===== config.mk =====
export PLATFORM = sky130hd
export DESIGN_NAME = beast_binary_frame_encoder_core
export DESIGN_NICKNAME = d
export VERILOG_FILES = /design/src/hdl/bfe_pkg.sv /design/src/hdl/beast_binary_frame_encoder_core.sv /design/src/hdl/bfe_front.sv /design/src/hdl/bfe_cmd_queue.sv /design/src/hdl/bfe_back.sv
export VERILOG_INCLUDE_DIRS = /design/src /design/src/hdl
export SDC_FILE = /design/constraint.sdc
export NUM_CORES = 1
export LEC_CHECK = 0
export ABC_AREA = 0
export BUFFER_PORTS_ARGS = -buffer_cell sky130_fd_sc_hd__buf_2
export CAP_MARGIN = 25
export CORE_UTILIZATION = 45
export CTS_BUF_LIST = sky130_fd_sc_hd__clkbuf_8
export DETAILED_ROUTE_END_ITERATION = 8
export HOLD_SLACK_MARGIN = 0.03
export SLEW_MARGIN = 10
export SYNTH_ARGS = -nofsm -noshare
export SYNTH_HDL_FRONTEND = slang
export SYNTH_SLANG_ARGS = --single-unit

===== constraint.sdc =====
create_clock -name clk -period 6.14 [get_ports clk]
set_input_delay 0.614 -clock clk [delete_from_list [all_inputs] [get_ports clk]]
set_output_delay 0.614 -clock clk [all_outputs]
set_load 0.02 [all_outputs]

===== src/hdl/beast_binary_frame_encoder_core_macros.svh =====
// assertion macros shared by the encoder modules
`ifndef BEAST_BINARY_FRAME_ENCODER_CORE_MACROS_SVH
`define BEAST_BINARY_FRAME_ENCODER_CORE_MACROS_SVH

`ifndef NO_ASSERTIONS

// property must hold at every clock edge outside reset
`define BFE_ASSERT(label, clk, rst_n, prop) \
	label: assert property (@(posedge clk) disable iff (!rst_n) prop) \
		else $error("assertion failed");

// condition must never be seen outside reset
`define BFE_ASSERT_NEVER(label, clk, rst_n, cond) \
	label: assert property (@(posedge clk) disable iff (!rst_n) !(cond)) \
		else $error("forbidden condition seen");

`else

`define BFE_ASSERT(label, clk, rst_n, prop)
`define BFE_ASSERT_NEVER(label, clk, rst_n, cond)

`endif

`endif


===== src/hdl/bfe_pkg.sv =====
package bfe_pkg;

	// field widths
	localparam int TIME_W = 48;
	localparam int CORR_W = 16;
	localparam int CFG_IDX_W = 2;

	// config register indexes
	localparam logic [CFG_IDX_W-1:0] CFG_FEED_ENABLE   = 2'd0;
	localparam logic [CFG_IDX_W-1:0] CFG_EXPORT_ENABLE = 2'd1;
	localparam logic [CFG_IDX_W-1:0] CFG_HEX_FORMAT    = 2'd2;
	localparam logic [CFG_IDX_W-1:0] CFG_START_TIME    = 2'd3;

	// framing constants
	localparam logic [7:0]  ESC_BYTE     = 8'h1a;
	localparam logic [7:0]  TYPE_MODE_S  = 8'h33;
	localparam logic [7:0]  TYPE_MODE_AC = 8'h31;
	localparam logic [7:0]  STRENGTH_MAX = 8'd255;
	localparam logic [13:0] TICKS_PER_MS = 14'd12000;

	// command queue depth
	localparam int QDEPTH = 4;
	localparam int QPTR_W = $clog2(QDEPTH);
	localparam int QCNT_W = $clog2(QDEPTH + 1);

	// command opcodes
	localparam logic [1:0] OP_HEARTBEAT = 2'd0;
	localparam logic [1:0] OP_HEX       = 2'd1;
	localparam logic [1:0] OP_BINARY    = 2'd2;

	typedef struct packed {
		logic                     kind;
		logic [7:0]               data_byte;
		logic                     first;
		logic                     last;
		logic [TIME_W-1:0]        time_ms;
		logic signed [CORR_W-1:0] correlation_whole;
	} item_t;

	typedef struct packed {
		logic [7:0] out_byte;
		logic       run_last;
		logic       frame_end;
	} result_t;

	// one classified command between front and back
	typedef struct packed {
		logic [1:0]        op;
		logic [7:0]        data_byte;
		logic              first;
		logic              last;
		logic [7:0]        strength;
		logic [TIME_W-1:0] ts;
	} cmd_t;

endpackage


===== src/hdl/beast_binary_frame_encoder_core.sv =====
// Beast frame encoder: turns received Mode-S message bytes and heartbeat
// ticks into a Beast output byte stream (binary or hex text framing).
// Input channel: a beat is taken when push is high and full is low; each
// beat is one message byte or one heartbeat tick.
// Result channel: while empty is low the oldest output byte is on result;
// it is taken when pop is high. run_last flags the final byte caused by
// an input beat, frame_end the final byte of a whole frame.
// Config channel: cfg_valid/cfg_ready with cfg_index and cfg_data, write
// only while the block is idle; cfg_ready is always high.
// The first output byte of a beat passes the two front stages, the command
// queue, the sequencer register and the output register.
// Throughput: one output byte per cycle while pop keeps the output register
// free; a beat makes one byte for a plain binary data byte, two when escaped,
// up to 18 with the binary header; the byte sequencer sets the rate.
// Beats that make no output are dropped in the front.
// When pop stays low the output register holds, the sequencer and the
// four-entry command queue fill, and full rises to stall the input.
// Reset clears all config registers to zero and empties every stage.
module beast_binary_frame_encoder_core (
	input  logic                          clk,
	input  logic                          arst_n,
	input  logic                          push,
	output logic                          full,
	input  bfe_pkg::item_t                item,
	output logic                          empty,
	input  logic                          pop,
	output bfe_pkg::result_t              result,
	input  logic                          cfg_valid,
	output logic                          cfg_ready,
	input  logic [bfe_pkg::CFG_IDX_W-1:0] cfg_index,
	input  logic [bfe_pkg::TIME_W-1:0]    cfg_data
);
	import bfe_pkg::*;

	logic cmd_valid;
	cmd_t cmd_in;
	logic cmd_full;
	logic head_valid;
	cmd_t head_cmd;
	logic head_pop;

	// classify and timestamp
	bfe_front u_front (
		.clk       (clk),
		.arst_n    (arst_n),
		.push      (push),
		.full      (full),
		.item      (item),
		.cfg_valid (cfg_valid),
		.cfg_ready (cfg_ready),
		.cfg_index (cfg_index),
		.cfg_data  (cfg_data),
		.cmd_valid (cmd_valid),
		.cmd       (cmd_in),
		.cmd_full  (cmd_full)
	);

	// decoupling queue
	bfe_cmd_queue u_queue (
		.clk      (clk),
		.arst_n   (arst_n),
		.wr_valid (cmd_valid),
		.wr_cmd   (cmd_in),
		.q_full   (cmd_full),
		.rd_valid (head_valid),
		.rd_cmd   (head_cmd),
		.rd_pop   (head_pop)
	);

	// byte sequencer and output register
	bfe_back u_back (
		.clk       (clk),
		.arst_n    (arst_n),
		.cmd_valid (head_valid),
		.cmd       (head_cmd),
		.cmd_pop   (head_pop),
		.empty     (empty),
		.pop       (pop),
		.result    (result)
	);

endmodule


===== src/hdl/bfe_front.sv =====
module bfe_front (
	input  logic                            clk,
	input  logic                            arst_n,
	input  logic                            push,
	output logic                            full,
	input  bfe_pkg::item_t                  item,
	input  logic                            cfg_valid,
	output logic                            cfg_ready,
	input  logic [bfe_pkg::CFG_IDX_W-1:0]   cfg_index,
	input  logic [bfe_pkg::TIME_W-1:0]      cfg_data,
	output logic                            cmd_valid,
	output bfe_pkg::cmd_t                   cmd,
	input  logic                            cmd_full
);
	import bfe_pkg::*;

	logic              feed_enable_q;
	logic              export_enable_q;
	logic              hex_format_q;
	logic [TIME_W-1:0] start_time_q;

	logic              valid_s1;
	cmd_t              cmd_s1;
	logic [TIME_W-1:0] diff_s1;
	logic              valid_s2;
	cmd_t              cmd_s2;

	logic              adv1;
	logic              adv2;
	logic              accept;
	logic              keep;
	logic [1:0]        op_in;
	logic [7:0]        strength_in;
	logic [TIME_W+13:0] ts_prod;

	// config registers, always ready
	assign cfg_ready = 1'b1;

	always_ff @(posedge clk or negedge arst_n) begin
		if (!arst_n) begin
			feed_enable_q   <= 1'b0;
			export_enable_q <= 1'b0;
			hex_format_q    <= 1'b0;
			start_time_q    <= '0;
		end else if (cfg_valid) begin
			unique case (cfg_index)
				CFG_FEED_ENABLE:   feed_enable_q   <= cfg_data[0];
				CFG_EXPORT_ENABLE: export_enable_q <= cfg_data[0];
				CFG_HEX_FORMAT:    hex_format_q    <= cfg_data[0];
				CFG_START_TIME:    start_time_q    <= cfg_data;
			endcase
		end
	end

	// stall chain from the queue back to the input
	assign adv2   = !valid_s2 || !cmd_full;
	assign adv1   = !valid_s1 || adv2;
	assign full   = !adv1;
	assign accept = push && !full;

	// classify the beat; disabled beats are dropped here
	always_comb begin
		keep  = 1'b0;
		op_in = OP_BINARY;
		if (export_enable_q) begin
			if (item.kind) begin
				keep  = 1'b1;
				op_in = OP_HEARTBEAT;
			end else if (feed_enable_q) begin
				keep  = 1'b1;
				op_in = hex_format_q ? OP_HEX : OP_BINARY;
			end
		end
	end

	// signal strength clamped to 1..255
	always_comb begin
		if (item.correlation_whole > 16'sd255) begin
			strength_in = STRENGTH_MAX;
		end else if (item.correlation_whole < 16'sd1) begin
			strength_in = 8'd1;
		end else begin
			strength_in = item.correlation_whole[7:0];
		end
	end

	// stage 1: capture and subtract start time
	always_ff @(posedge clk or negedge arst_n) begin
		if (!arst_n) begin
			valid_s1 <= 1'b0;
		end else if (adv1) begin
			valid_s1 <= accept && keep;
		end
	end

	always_ff @(posedge clk) begin
		if (adv1) begin
			cmd_s1.op        <= op_in;
			cmd_s1.data_byte <= item.data_byte;
			cmd_s1.first     <= item.first;
			cmd_s1.last      <= item.last;
			cmd_s1.strength  <= strength_in;
			cmd_s1.ts        <= '0;
			diff_s1          <= item.time_ms - start_time_q;
		end
	end

	// stage 2: scale to 12 MHz ticks, keep low 48 bits
	assign ts_prod = diff_s1 * TICKS_PER_MS;

	always_ff @(posedge clk or negedge arst_n) begin
		if (!arst_n) begin
			valid_s2 <= 1'b0;
		end else if (adv2) begin
			valid_s2 <= valid_s1;
		end
	end

	always_ff @(posedge clk) begin
		if (adv2) begin
			cmd_s2.op        <= cmd_s1.op;
			cmd_s2.data_byte <= cmd_s1.data_byte;
			cmd_s2.first     <= cmd_s1.first;
			cmd_s2.last      <= cmd_s1.last;
			cmd_s2.strength  <= cmd_s1.strength;
			cmd_s2.ts        <= ts_prod[TIME_W-1:0];
		end
	end

	assign cmd_valid = valid_s2;
	assign cmd       = cmd_s2;

endmodule


===== src/hdl/bfe_cmd_queue.sv =====
`include "beast_binary_frame_encoder_core_macros.svh"

module bfe_cmd_queue (
	input  logic          clk,
	input  logic          arst_n,
	input  logic          wr_valid,
	input  bfe_pkg::cmd_t wr_cmd,
	output logic          q_full,
	output logic          rd_valid,
	output bfe_pkg::cmd_t rd_cmd,
	input  logic          rd_pop
);
	import bfe_pkg::*;

	cmd_t              mem_q [QDEPTH];
	logic [QPTR_W-1:0] wr_ptr_q;
	logic [QPTR_W-1:0] rd_ptr_q;
	logic [QCNT_W-1:0] count_q;
	logic              do_wr;
	logic              do_rd;

	assign q_full   = (count_q == QCNT_W'(QDEPTH));
	assign rd_valid = (count_q != '0);
	assign rd_cmd   = mem_q[rd_ptr_q];
	assign do_wr    = wr_valid && !q_full;
	assign do_rd    = rd_pop && rd_valid;

	// storage
	always_ff @(posedge clk) begin
		if (do_wr) begin
			mem_q[wr_ptr_q] <= wr_cmd;
		end
	end

	// pointers and fill count
	always_ff @(posedge clk or negedge arst_n) begin
		if (!arst_n) begin
			wr_ptr_q <= '0;
			rd_ptr_q <= '0;
			count_q  <= '0;
		end else begin
			if (do_wr) begin
				wr_ptr_q <= (wr_ptr_q == QPTR_W'(QDEPTH - 1)) ? '0 : wr_ptr_q + 1'b1;
			end
			if (do_rd) begin
				rd_ptr_q <= (rd_ptr_q == QPTR_W'(QDEPTH - 1)) ? '0 : rd_ptr_q + 1'b1;
			end
			if (do_wr && !do_rd) begin
				count_q <= count_q + 1'b1;
			end else if (do_rd && !do_wr) begin
				count_q <= count_q - 1'b1;
			end
		end
	end

	`BFE_ASSERT_NEVER(a_count_ovf, clk, arst_n, count_q > QCNT_W'(QDEPTH))
	`BFE_ASSERT(a_empty_ptrs, clk, arst_n, (count_q == '0) |-> (wr_ptr_q == rd_ptr_q))
	`BFE_ASSERT(a_full_valid, clk, arst_n, q_full |-> rd_valid)

endmodule


===== src/hdl/bfe_back.sv =====
`include "beast_binary_frame_encoder_core_macros.svh"

module bfe_back (
	input  logic            clk,
	input  logic            arst_n,
	input  logic            cmd_valid,
	input  bfe_pkg::cmd_t   cmd,
	output logic            cmd_pop,
	output logic            empty,
	input  logic            pop,
	output bfe_pkg::result_t result
);
	import bfe_pkg::*;

	// byte positions within a frame
	localparam logic [3:0] SLOT_HEAD   = 4'd0;
	localparam logic [3:0] SLOT_TYPE   = 4'd1;
	localparam logic [3:0] SLOT_ESC_LO = 4'd2;
	localparam logic [3:0] SLOT_STREN  = 4'd8;
	localparam logic [3:0] SLOT_DATA   = 4'd9;
	localparam logic [3:0] SLOT_HB_END = 4'd10;
	localparam logic [3:0] SLOT_HEX_HI = 4'd1;
	localparam logic [3:0] SLOT_HEX_LO = 4'd2;
	localparam logic [3:0] SLOT_HEX_SC = 4'd3;
	localparam logic [3:0] SLOT_HEX_NL = 4'd4;

	cmd_t       cur_q;
	logic       cur_valid_q;
	logic [3:0] slot_q;
	logic       dup_q;
	logic       out_valid_q;
	result_t    result_q;

	logic [7:0] cur_byte;
	logic       last_slot;
	logic       escapable;
	logic       esc_pend;
	logic       is_final;
	logic       advance;
	logic       load;
	logic [3:0] start_slot;

	function automatic logic [7:0] hex_digit(input logic [3:0] v);
		return (v < 4'd10) ? (8'h30 + {4'b0, v}) : (8'h57 + {4'b0, v});
	endfunction

	// byte for the current slot
	always_comb begin
		cur_byte  = 8'h00;
		last_slot = 1'b1;
		escapable = 1'b0;
		unique case (cur_q.op)
			OP_HEARTBEAT: begin
				last_slot = (slot_q == SLOT_HB_END);
				if (slot_q == SLOT_HEAD) begin
					cur_byte = ESC_BYTE;
				end else if (slot_q == SLOT_TYPE) begin
					cur_byte = TYPE_MODE_AC;
				end
			end
			OP_HEX: begin
				last_slot = cur_q.last ? (slot_q == SLOT_HEX_NL) : (slot_q == SLOT_HEX_LO);
				unique case (slot_q)
					SLOT_HEAD:   cur_byte = 8'h2a;
					SLOT_HEX_HI: cur_byte = hex_digit(cur_q.data_byte[7:4]);
					SLOT_HEX_LO: cur_byte = hex_digit(cur_q.data_byte[3:0]);
					SLOT_HEX_SC: cur_byte = 8'h3b;
					SLOT_HEX_NL: cur_byte = 8'h0a;
					default:     cur_byte = 8'h00;
				endcase
			end
			OP_BINARY: begin
				last_slot = (slot_q == SLOT_DATA);
				escapable = (slot_q >= SLOT_ESC_LO);
				unique case (slot_q)
					4'd0:    cur_byte = ESC_BYTE;
					4'd1:    cur_byte = TYPE_MODE_S;
					4'd2:    cur_byte = cur_q.ts[47:40];
					4'd3:    cur_byte = cur_q.ts[39:32];
					4'd4:    cur_byte = cur_q.ts[31:24];
					4'd5:    cur_byte = cur_q.ts[23:16];
					4'd6:    cur_byte = cur_q.ts[15:8];
					4'd7:    cur_byte = cur_q.ts[7:0];
					4'd8:    cur_byte = cur_q.strength;
					4'd9:    cur_byte = cur_q.data_byte;
					default: cur_byte = 8'h00;
				endcase
			end
			default: begin
				cur_byte  = 8'h00;
				last_slot = 1'b1;
			end
		endcase
	end

	// escape doubling and end of run
	assign esc_pend = escapable && (cur_byte == ESC_BYTE) && !dup_q;
	assign is_final = last_slot && !esc_pend;
	assign advance  = cur_valid_q && (!out_valid_q || pop);
	assign load     = cmd_valid && (!cur_valid_q || (advance && is_final));
	assign cmd_pop  = load;

	// first slot of a new command
	always_comb begin
		unique case (cmd.op)
			OP_HEX:    start_slot = cmd.first ? SLOT_HEAD : SLOT_HEX_HI;
			OP_BINARY: start_slot = cmd.first ? SLOT_HEAD : SLOT_DATA;
			default:   start_slot = SLOT_HEAD;
		endcase
	end

	// sequencer over the slots of one command
	always_ff @(posedge clk or negedge arst_n) begin
		if (!arst_n) begin
			cur_valid_q <= 1'b0;
			slot_q      <= '0;
			dup_q       <= 1'b0;
		end else if (load) begin
			cur_valid_q <= 1'b1;
			slot_q      <= start_slot;
			dup_q       <= 1'b0;
		end else if (advance) begin
			if (is_final) begin
				cur_valid_q <= 1'b0;
				dup_q       <= 1'b0;
			end else if (esc_pend) begin
				dup_q <= 1'b1;
			end else begin
				dup_q  <= 1'b0;
				slot_q <= slot_q + 1'b1;
			end
		end
	end

	always_ff @(posedge clk) begin
		if (load) begin
			cur_q <= cmd;
		end
	end

	// output register
	always_ff @(posedge clk or negedge arst_n) begin
		if (!arst_n) begin
			out_valid_q <= 1'b0;
		end else if (advance) begin
			out_valid_q <= 1'b1;
		end else if (pop) begin
			out_valid_q <= 1'b0;
		end
	end

	always_ff @(posedge clk) begin
		if (advance) begin
			result_q.out_byte  <= cur_byte;
			result_q.run_last  <= is_final;
			result_q.frame_end <= is_final && ((cur_q.op == OP_HEARTBEAT) || cur_q.last);
		end
	end

	assign empty  = !out_valid_q;
	assign result = result_q;

	`BFE_ASSERT(a_dup_on_esc, clk, arst_n, dup_q |-> (cur_valid_q && (cur_byte == ESC_BYTE)))
	`BFE_ASSERT(a_final_ends, clk, arst_n, (advance && is_final && !load) |=> !cur_valid_q)
	`BFE_ASSERT_NEVER(a_slot_range, clk, arst_n, cur_valid_q && (slot_q > SLOT_HB_END))

endmodule


==> impl_results.md, run 1 <==
- Run status: finished clean
- Final setup viols: 0
- CP Launch Type: register
- Core Footprint: 63200 sq um
- 1st-pass router iterations: 6
- DR iter-0 viols: 981
- Routed WL: 54100 microns
- Clk root buf: clkbuf_8
- Initial core utilization: 45.6%
- DRC: 0
- CTS H-Tree Depth: 3
- Post-synthesis cell type count: 79
- Kind of critical path: reg -> reg
- Setup Skew: 40.0 ps
- Synthesized Nets: 2525
- Hold violation count in the final report: 0
- Number of max-cap violations: 0
- IO Pins: 143
- Fmax achieved: 177 MHz
- Wire per inst: 17.2 microns
- Setup Buffers After CTS: 0
- Synth Flop Type: edfxtp_1
- Most used cell, CP: fa_1
- Number of routed nets with antenna violations: 0
- Skew-Pair Late Insertion Delay: 680 ps
- RSZ-0062 raised after global routing: no
- Post-Route Setup TNS: 0 ps
- Via/cell ratio: 5.19
- Finished Cell Area: 32500 sq um
- Critical Path End Type: register
- Ant diodes: 0
- Worst EP arrival: 6040 ps
- Fin. max-slew vios: 0
- Largest net degree at the start of global routing: 69
- Detailed placement HPWL: 38100 microns
- Syn. warnings: 0
- Cells after Synth: 2033
- Min cycle time layout: 5660 ps
- Sequential share of the synthesized area: 52.3%
- Gp weighted congestion: 0.848
- Initial antenna violation count: 1
- CP delay by family, top: adder cells
- Async S/R FF share, synth: 12.1%
- Clk sinks: 512
- Grt total ovfl: 0
- Worst Tran Pin Value: 1040 ps
- Layout overhead on the synthesized area: 12.7%
- DIE WIDTH: 255 microns
- Cell Chain, Critical Path: fa_1 -> inv_1 -> fa_1 -> fa_1 -> fa_1 -> inv_1 -> ha_1 -> o21ai_0 -> o21ai_1 -> a32oi_1 -> o311ai_1 -> nand2_1 -> a311oi_2 -> nand4_1 -> a311oi_1 -> xor2_1
- Nets: 2725
- First-pass GRT wire length: 88000 microns
- Worst-path clk slew: 60 ps
- Biggest cell delay along the critical path: 590 ps
- Slew margin rel.: 30.6%
- Placed instance area: 30500 sq um
- Clock Path Buffers: 3
- Max FO, Critical Path: 7
- Vias in the first global route: 17400
- Cell Area, Synth: 28800 sq um
- Worst R2R Setup Slack: 480 ps
- CP Buf/Inv Count: 2
- Tightest Hold Check Type: in -> reg
- #FFs+latches synth: 512
- Die height: 255 microns
- Worst endpoint required time: 6520 ps
- Syn Area/Cell: 14.2 sq um
- Inserted Clock Buffers: 89
- Layout cells sized above 1: 17.8%
- Vias after detailed routing: 16400
- FP Rows: 92
- CTS tree: done
- Tot GR Track Use: 17.3%
- Die area: 65000 sq um
- Port bufs: 131
- Final Cycle Share: 92.2%
- Number of synthesized flops with an enable pin: 450
- CP max-delay cell: fa_1
-- kinds of logic (layout without fill, tap and decap cells) --
logic type | after synthesis | in the layout | synth area share (%)
adders and majority gates | 363 | 363 | 20.6
muxes | 120 | 120 | 7.16
AOI/OAI and AO/OA | 331 | 331 | 7.77
DFF | 512 | 512 | 52.3
other | 1 | 1 | 0.0130
and+or+nand+nor | 299 | 299 | 5.31
xor gates and xnor gates | 84 | 84 | 2.55
buffers and inverters | 323 | 598 | 4.32
-- cells in the final DEF, fill, tap and decap left out, drive strengths merged, types with 8 or more instances in the layout --
cell type  count
a211oi        23
a21boi         8
a21o          44
a21oi         79
a221oi        10
a22oi         12
a31oi          8
and2          10
and3          14
buf          151
clkbuf        98
clkinv        23
dfrtp         62
edfxtp       450
fa           184
ha           178
inv          309
mux2          51
mux4          63
nand2         56
nand2b        22
nand3         24
nand4         15
nor2          75
nor2b         15
nor3          26
nor4          10
o21a          12
o21ai         60
o21bai         9
xnor2         53
xor2          31
-- path summary, 6_finish.rpt --
kind,startpoint,to,cells after the start
max reg2reg,u_front.diff_s1[5],u_front.cmd[45],16
min in group asynchronous,arst_n,u_back.cur_valid_q,2
max in group asynchronous,arst_n,u_front.start_time_q[15],3
min,item[70],u_front.cmd_s1[62],1
max,u_front.diff_s1[5],u_front.cmd[45],16
min reg2reg,u_front.cmd_s1[50],u_front.cmd[50],0
-- state kept, by name, indices dropped and copies added (netlist names), 2 cells and up --
register and count:
u_back.slot_q 4, u_back.cur_q 62, u_back.result 10, u_queue.rd_ptr_q 2
u_front.cmd_s1 20, u_front.cmd 63, u_queue.wr_ptr_q 2, u_queue.mem_q 252
u_queue.count_q 3, u_front.start_time_q 43, u_front.diff_s1 43
-- area by class of cell --
type	instances	area, sq um
sequential	512	15100
clock buffer	98	1350
inverter	274	1030
multi-input combinational	1198	12500
tap	846	1060
timing repair buffer	158	911
clock inverter	68	520
fill	5372	30700
-- through the flow --
step                instances  util [%]  setup WS (ps)  hold slack (ps)
floorplan                2033         -           1020              318
global placement         2979      48.2            306              403
detailed placement       2980      48.2            136              405
CTS                      3153      51.3            118             32.3
global route             3154      51.4            135             38.5
finish                   3154      51.4            479              111
-- cells in the mapped netlist (all sizes together) (4+ instances only) --
| cell | n | area [sq um] |
|---|---|---|
| mux2 | 51 | 582 |
| o21a | 12 | 90.1 |
| a21boi | 8 | 60.1 |
| xor2 | 31 | 272 |
| or3 | 7 | 43.8 |
| mux4 | 63 | 1420 |
| nor2 | 75 | 282 |
| nand3 | 24 | 120 |
| and2 | 10 | 62.6 |
| a221oi | 10 | 87.6 |
| o211ai | 7 | 57.6 |
| and3 | 14 | 87.6 |
| a22oi | 12 | 90.1 |
| a211o | 4 | 35.0 |
| nand4 | 15 | 93.8 |
| dfrtp | 62 | 1550 |
| nor3 | 26 | 130 |
| mux2i | 6 | 60.1 |
| nand2b | 22 | 138 |
| nor3b | 7 | 57.6 |
| a211oi | 23 | 173 |
| or4 | 5 | 37.5 |
| nor2b | 15 | 93.8 |
| o21bai | 9 | 67.6 |
| inv | 274 | 1030 |
| nor4 | 10 | 68.8 |
| o31ai | 5 | 42.5 |
| o21ai | 60 | 300 |
| clkbuf | 26 | 97.6 |
| edfxtp | 450 | 13500 |
| o22ai | 6 | 37.5 |
| nand2 | 56 | 210 |
| fa | 184 | 3680 |
| a31oi | 8 | 50.1 |
| a21o | 44 | 330 |
| xnor2 | 53 | 464 |
| o311ai | 5 | 43.8 |
| ha | 178 | 2230 |
| a21oi | 79 | 395 |
| buf | 23 | 119 |
-- worst reg2reg max path: stages (launching register included) --
cell and delay, ps:
edfxtp_1 560, fa_1 590, inv_1 50, fa_1 520, fa_1 440, fa_1 550, inv_1 40, ha_1 330
o21ai_0 130, o21ai_1 320, a32oi_1 220, o311ai_1 450, nand2_1 200, a311oi_2 320, nand4_1 210, a311oi_1 310
xor2_1 120
-- timing repair --
action / CTS / global route
endpoints found under the setup margin: 0 / 5
hold buffers: 7 / 0
endpoints found under the hold margin: 22 / 0
gates resized for setup: 0 / 3
-- metal layers --
layer  global-route usage, %  up-vias  share of wire, %  routed length [microns]
li1                        -     7829                 -                        -
met1                    22.3     8067                44                    23800
met2                    29.6      365                49                    26600
met3                    3.34       91               4.5                     2420
met4                    5.18        2               2.2                     1180
met5                       0        -             0.018                       10
Power of run 1 is left out: the tool's default activity adds up to more than one toggle a clock period on the data nets, which glitch-free logic cannot reach.
==> inputs of run 2 (changes only) <==
CELL_PAD_IN_SITES_DETAIL_PLACEMENT = 1   (was not set)
CELL_PAD_IN_SITES_GLOBAL_PLACEMENT = 2   (was not set)
CORE_ASPECT_RATIO = 1.25   (was not set)
PLACE_DENSITY_LB_ADDON = 0.1   (was not set)
==> impl_results.md, run 2 (same netlist as run 1, synthesis figures left out) <==
- Nets: 2718 (-0.26%)
- Layout cells sized above 1: 17.2% (-0.58 points)
- # fillers: 6373 (+19%)
- Vias in the first global route: 18400 (+5.7%)
- Kind of critical path: reg -> reg
- Worst-path clk slew: 60 ps (about the same)
- Largest Register: u_queue.mem_q
- Initial core utilization: 45.5% (-0.059 points)
- 1st-pass router iterations: 5 (-1)
- Min cycle time layout: 5700 ps (+35.1 ps)
- Hold violation count in the final report: 0 (unchanged)
- Cell Chain, Critical Path: fa_1 -> inv_1 -> fa_1 -> fa_1 -> fa_1 -> inv_1 -> ha_1 -> o21ai_0 -> o21ai_0 -> a32oi_1 -> o311ai_0 -> buf_4 -> nand2_1 -> a311oi_1 -> buf_4 -> nand4_1 -> a311oi_1 -> xor2_1
- Die area: 65000 sq um (about the same)
- CP Launch Type: register
- Post-Route Setup TNS: 0 ps (unchanged)
- CTS H-Tree Depth: 3 (unchanged)
- Worst reg-to-reg path cell count: 18 (+2)
- Clk sinks: 512 (unchanged)
- Number of max-cap violations: 0 (unchanged)
- Setup Buffers After CTS: 0 (unchanged)
- First-pass GRT wire length: 97500 microns (+11%)
- Gr busiest metal: met2
- Detailed placement HPWL: 43200 microns (+13%)
- Worst Setup SP: u_front.diff_s1[6]
- RR Endpoint: u_front.cmd[45]
- Tightest Hold Check Type: in -> reg
- Largest net degree at the start of global routing: 69 (unchanged)
- Fin. max-slew vios: 0 (unchanged)
- Biggest cell delay along the critical path: 570 ps (-20 ps)
- Initial antenna violation count: 1 (unchanged)
- Met3 Use GR: 2.85% (-0.49 points)
- Hold WS: 98.4 ps (-12.7 ps)
- DRC: 0 (unchanged)
- Layout overhead on the synthesized area: 11.6%
- Most used cell, CP: fa_1
- Clock Path Buffers: 3 (unchanged)
- RSZ-0062 raised after global routing: no
- Skew-Pair Late Insertion Delay: 710 ps (+30 ps)
- CTS tree: done
- IO Pins: 143 (unchanged)
- Wire per inst: 19.0 microns (+11%)
- Number of routed nets with antenna violations: 0 (unchanged)
- Via/cell ratio: 5.27 (+1.6%)
- Max FO, Critical Path: 7 (unchanged)
- CP max-delay cell: edfxtp_1
- Worst endpoint required time: 6590 ps (+70 ps)
- Run status: finished clean
- Inserted Clock Buffers: 84 (-5.6%)
- Met2 global-route usage: 35.2% (+5.6 points)
- Worst R2R Setup Slack: 440 ps (-40 ps)
- Routed WL: 59500 microns (+10%)
- Fmax achieved: 176 MHz (-0.62%)
- Grt total ovfl: 0 (unchanged)
- Worst EP arrival: 6140 ps (+100 ps)
- Worst Tran Pin Value: 1030 ps (-9.96 ps)
- Final setup viols: 0 (unchanged)
- Critical Path End Type: register
- DR iter-0 viols: 497 (-49%)
- Vias after detailed routing: 16500 (+0.80%)
- Core Footprint: 63300 sq um (+0.13%)
- Most frequent cells in the layout: 450 x edfxtp_1, 300 x inv_1, 184 x fa_1
- Slew margin rel.: 31.3% (+0.66 points)
- Max FFs per register: 252 (unchanged)
- Die height: 285 microns (+12%)
- Clk root buf: clkbuf_8
- Multi-input gate area: 12500 sq um (about the same)
- FF+latch area: 15100 sq um (about the same)
- CP endpoint: u_front.cmd[45]
- RR Startpoint: u_front.diff_s1[6]
- FP Rows: 103 (+12%)
- Commonest non-fill, non-tap cell in the layout: edfxtp_1
- Final Cycle Share: 92.8% (+0.57 points)
- Gp weighted congestion: 0.831 (-2.0%)
- DIE WIDTH: 228 microns (-10%)
- Setup Skew: 52.6 ps (+12.5 ps)
- Tot GR Track Use: 19.0% (+1.7 points)
- Met1 usage in global routing: 22.5% (+0.24 points)
- Port bufs: 131 (unchanged)
==> run 2: repair_timing <==
item,CTS,global route
endpoints found under the hold margin,21,0
hold buffers,2,0
gates resized for setup,0,1
endpoints found under the setup margin,0,1
==> run 2: worst min-delay path by stage <==
stage / start / slack, ps / cells after the start / end
finish: item[69] / 100 / 1 / u_front.cmd_s1[61]
global route: item[69] / 60 / 1 / u_front.cmd_s1[61]
CTS: item[69] / 30 / 1 / u_front.cmd_s1[61]
detailed placement: u_front.cmd_s1[48] / 410 / 0 / u_front.cmd[48]
global placement: u_front.cmd_s1[48] / 410 / 0 / u_front.cmd[48]
floorplan: arst_n / 320 / 0 / u_back.cur_valid_q
==> run 2: cell type report <==
cell class	instances	share of cell area, %
Clock inverter	62	1.24
Tap cell	840	3.27
Antenna cell	1	0.00779
Inverter	274	3.20
Sequential cell	512	46.9
Clock buffer	85	3.64
Timing Repair Buffer	156	2.80
Multi-Input combinational cell	1198	38.9
==> run 2: through the flow <==
step | cell area [sq um] | utilization [%] | setup WS [ps] | cells
after floorplan | 28800 | - | 1020 | 2033
after global placement | 30500 | 48.1 | 389 | 2974
after detailed placement | 30500 | 48.1 | 368 | 2974
after CTS | 32100 | 50.7 | 396 | 3123
after global routing | 32100 | 50.8 | 16.9 | 3128
final | 32100 | 50.8 | 444 | 3128
==> run 2: critical path: cells and delay by family (launching register included) <==
family | cells | cell delay (ps)
AOI/OAI and AO/OA | 6 | 1700
xor gates and xnor gates | 1 | 100
adders and majority gates | 5 | 2400
buffers and inverters | 4 | 450
DFF | 1 | 570
and+or+nand+nor | 2 | 240
==> run 2: per-layer routing <==
layer | vias up | wire (microns)
li1 | 7793 | -
met1 | 8366 | 24400
met2 | 244 | 32000
met3 | 82 | 1930
met4 | 0 | 1190
met5 | - | 0
Power of run 2 is left out for the same reason.
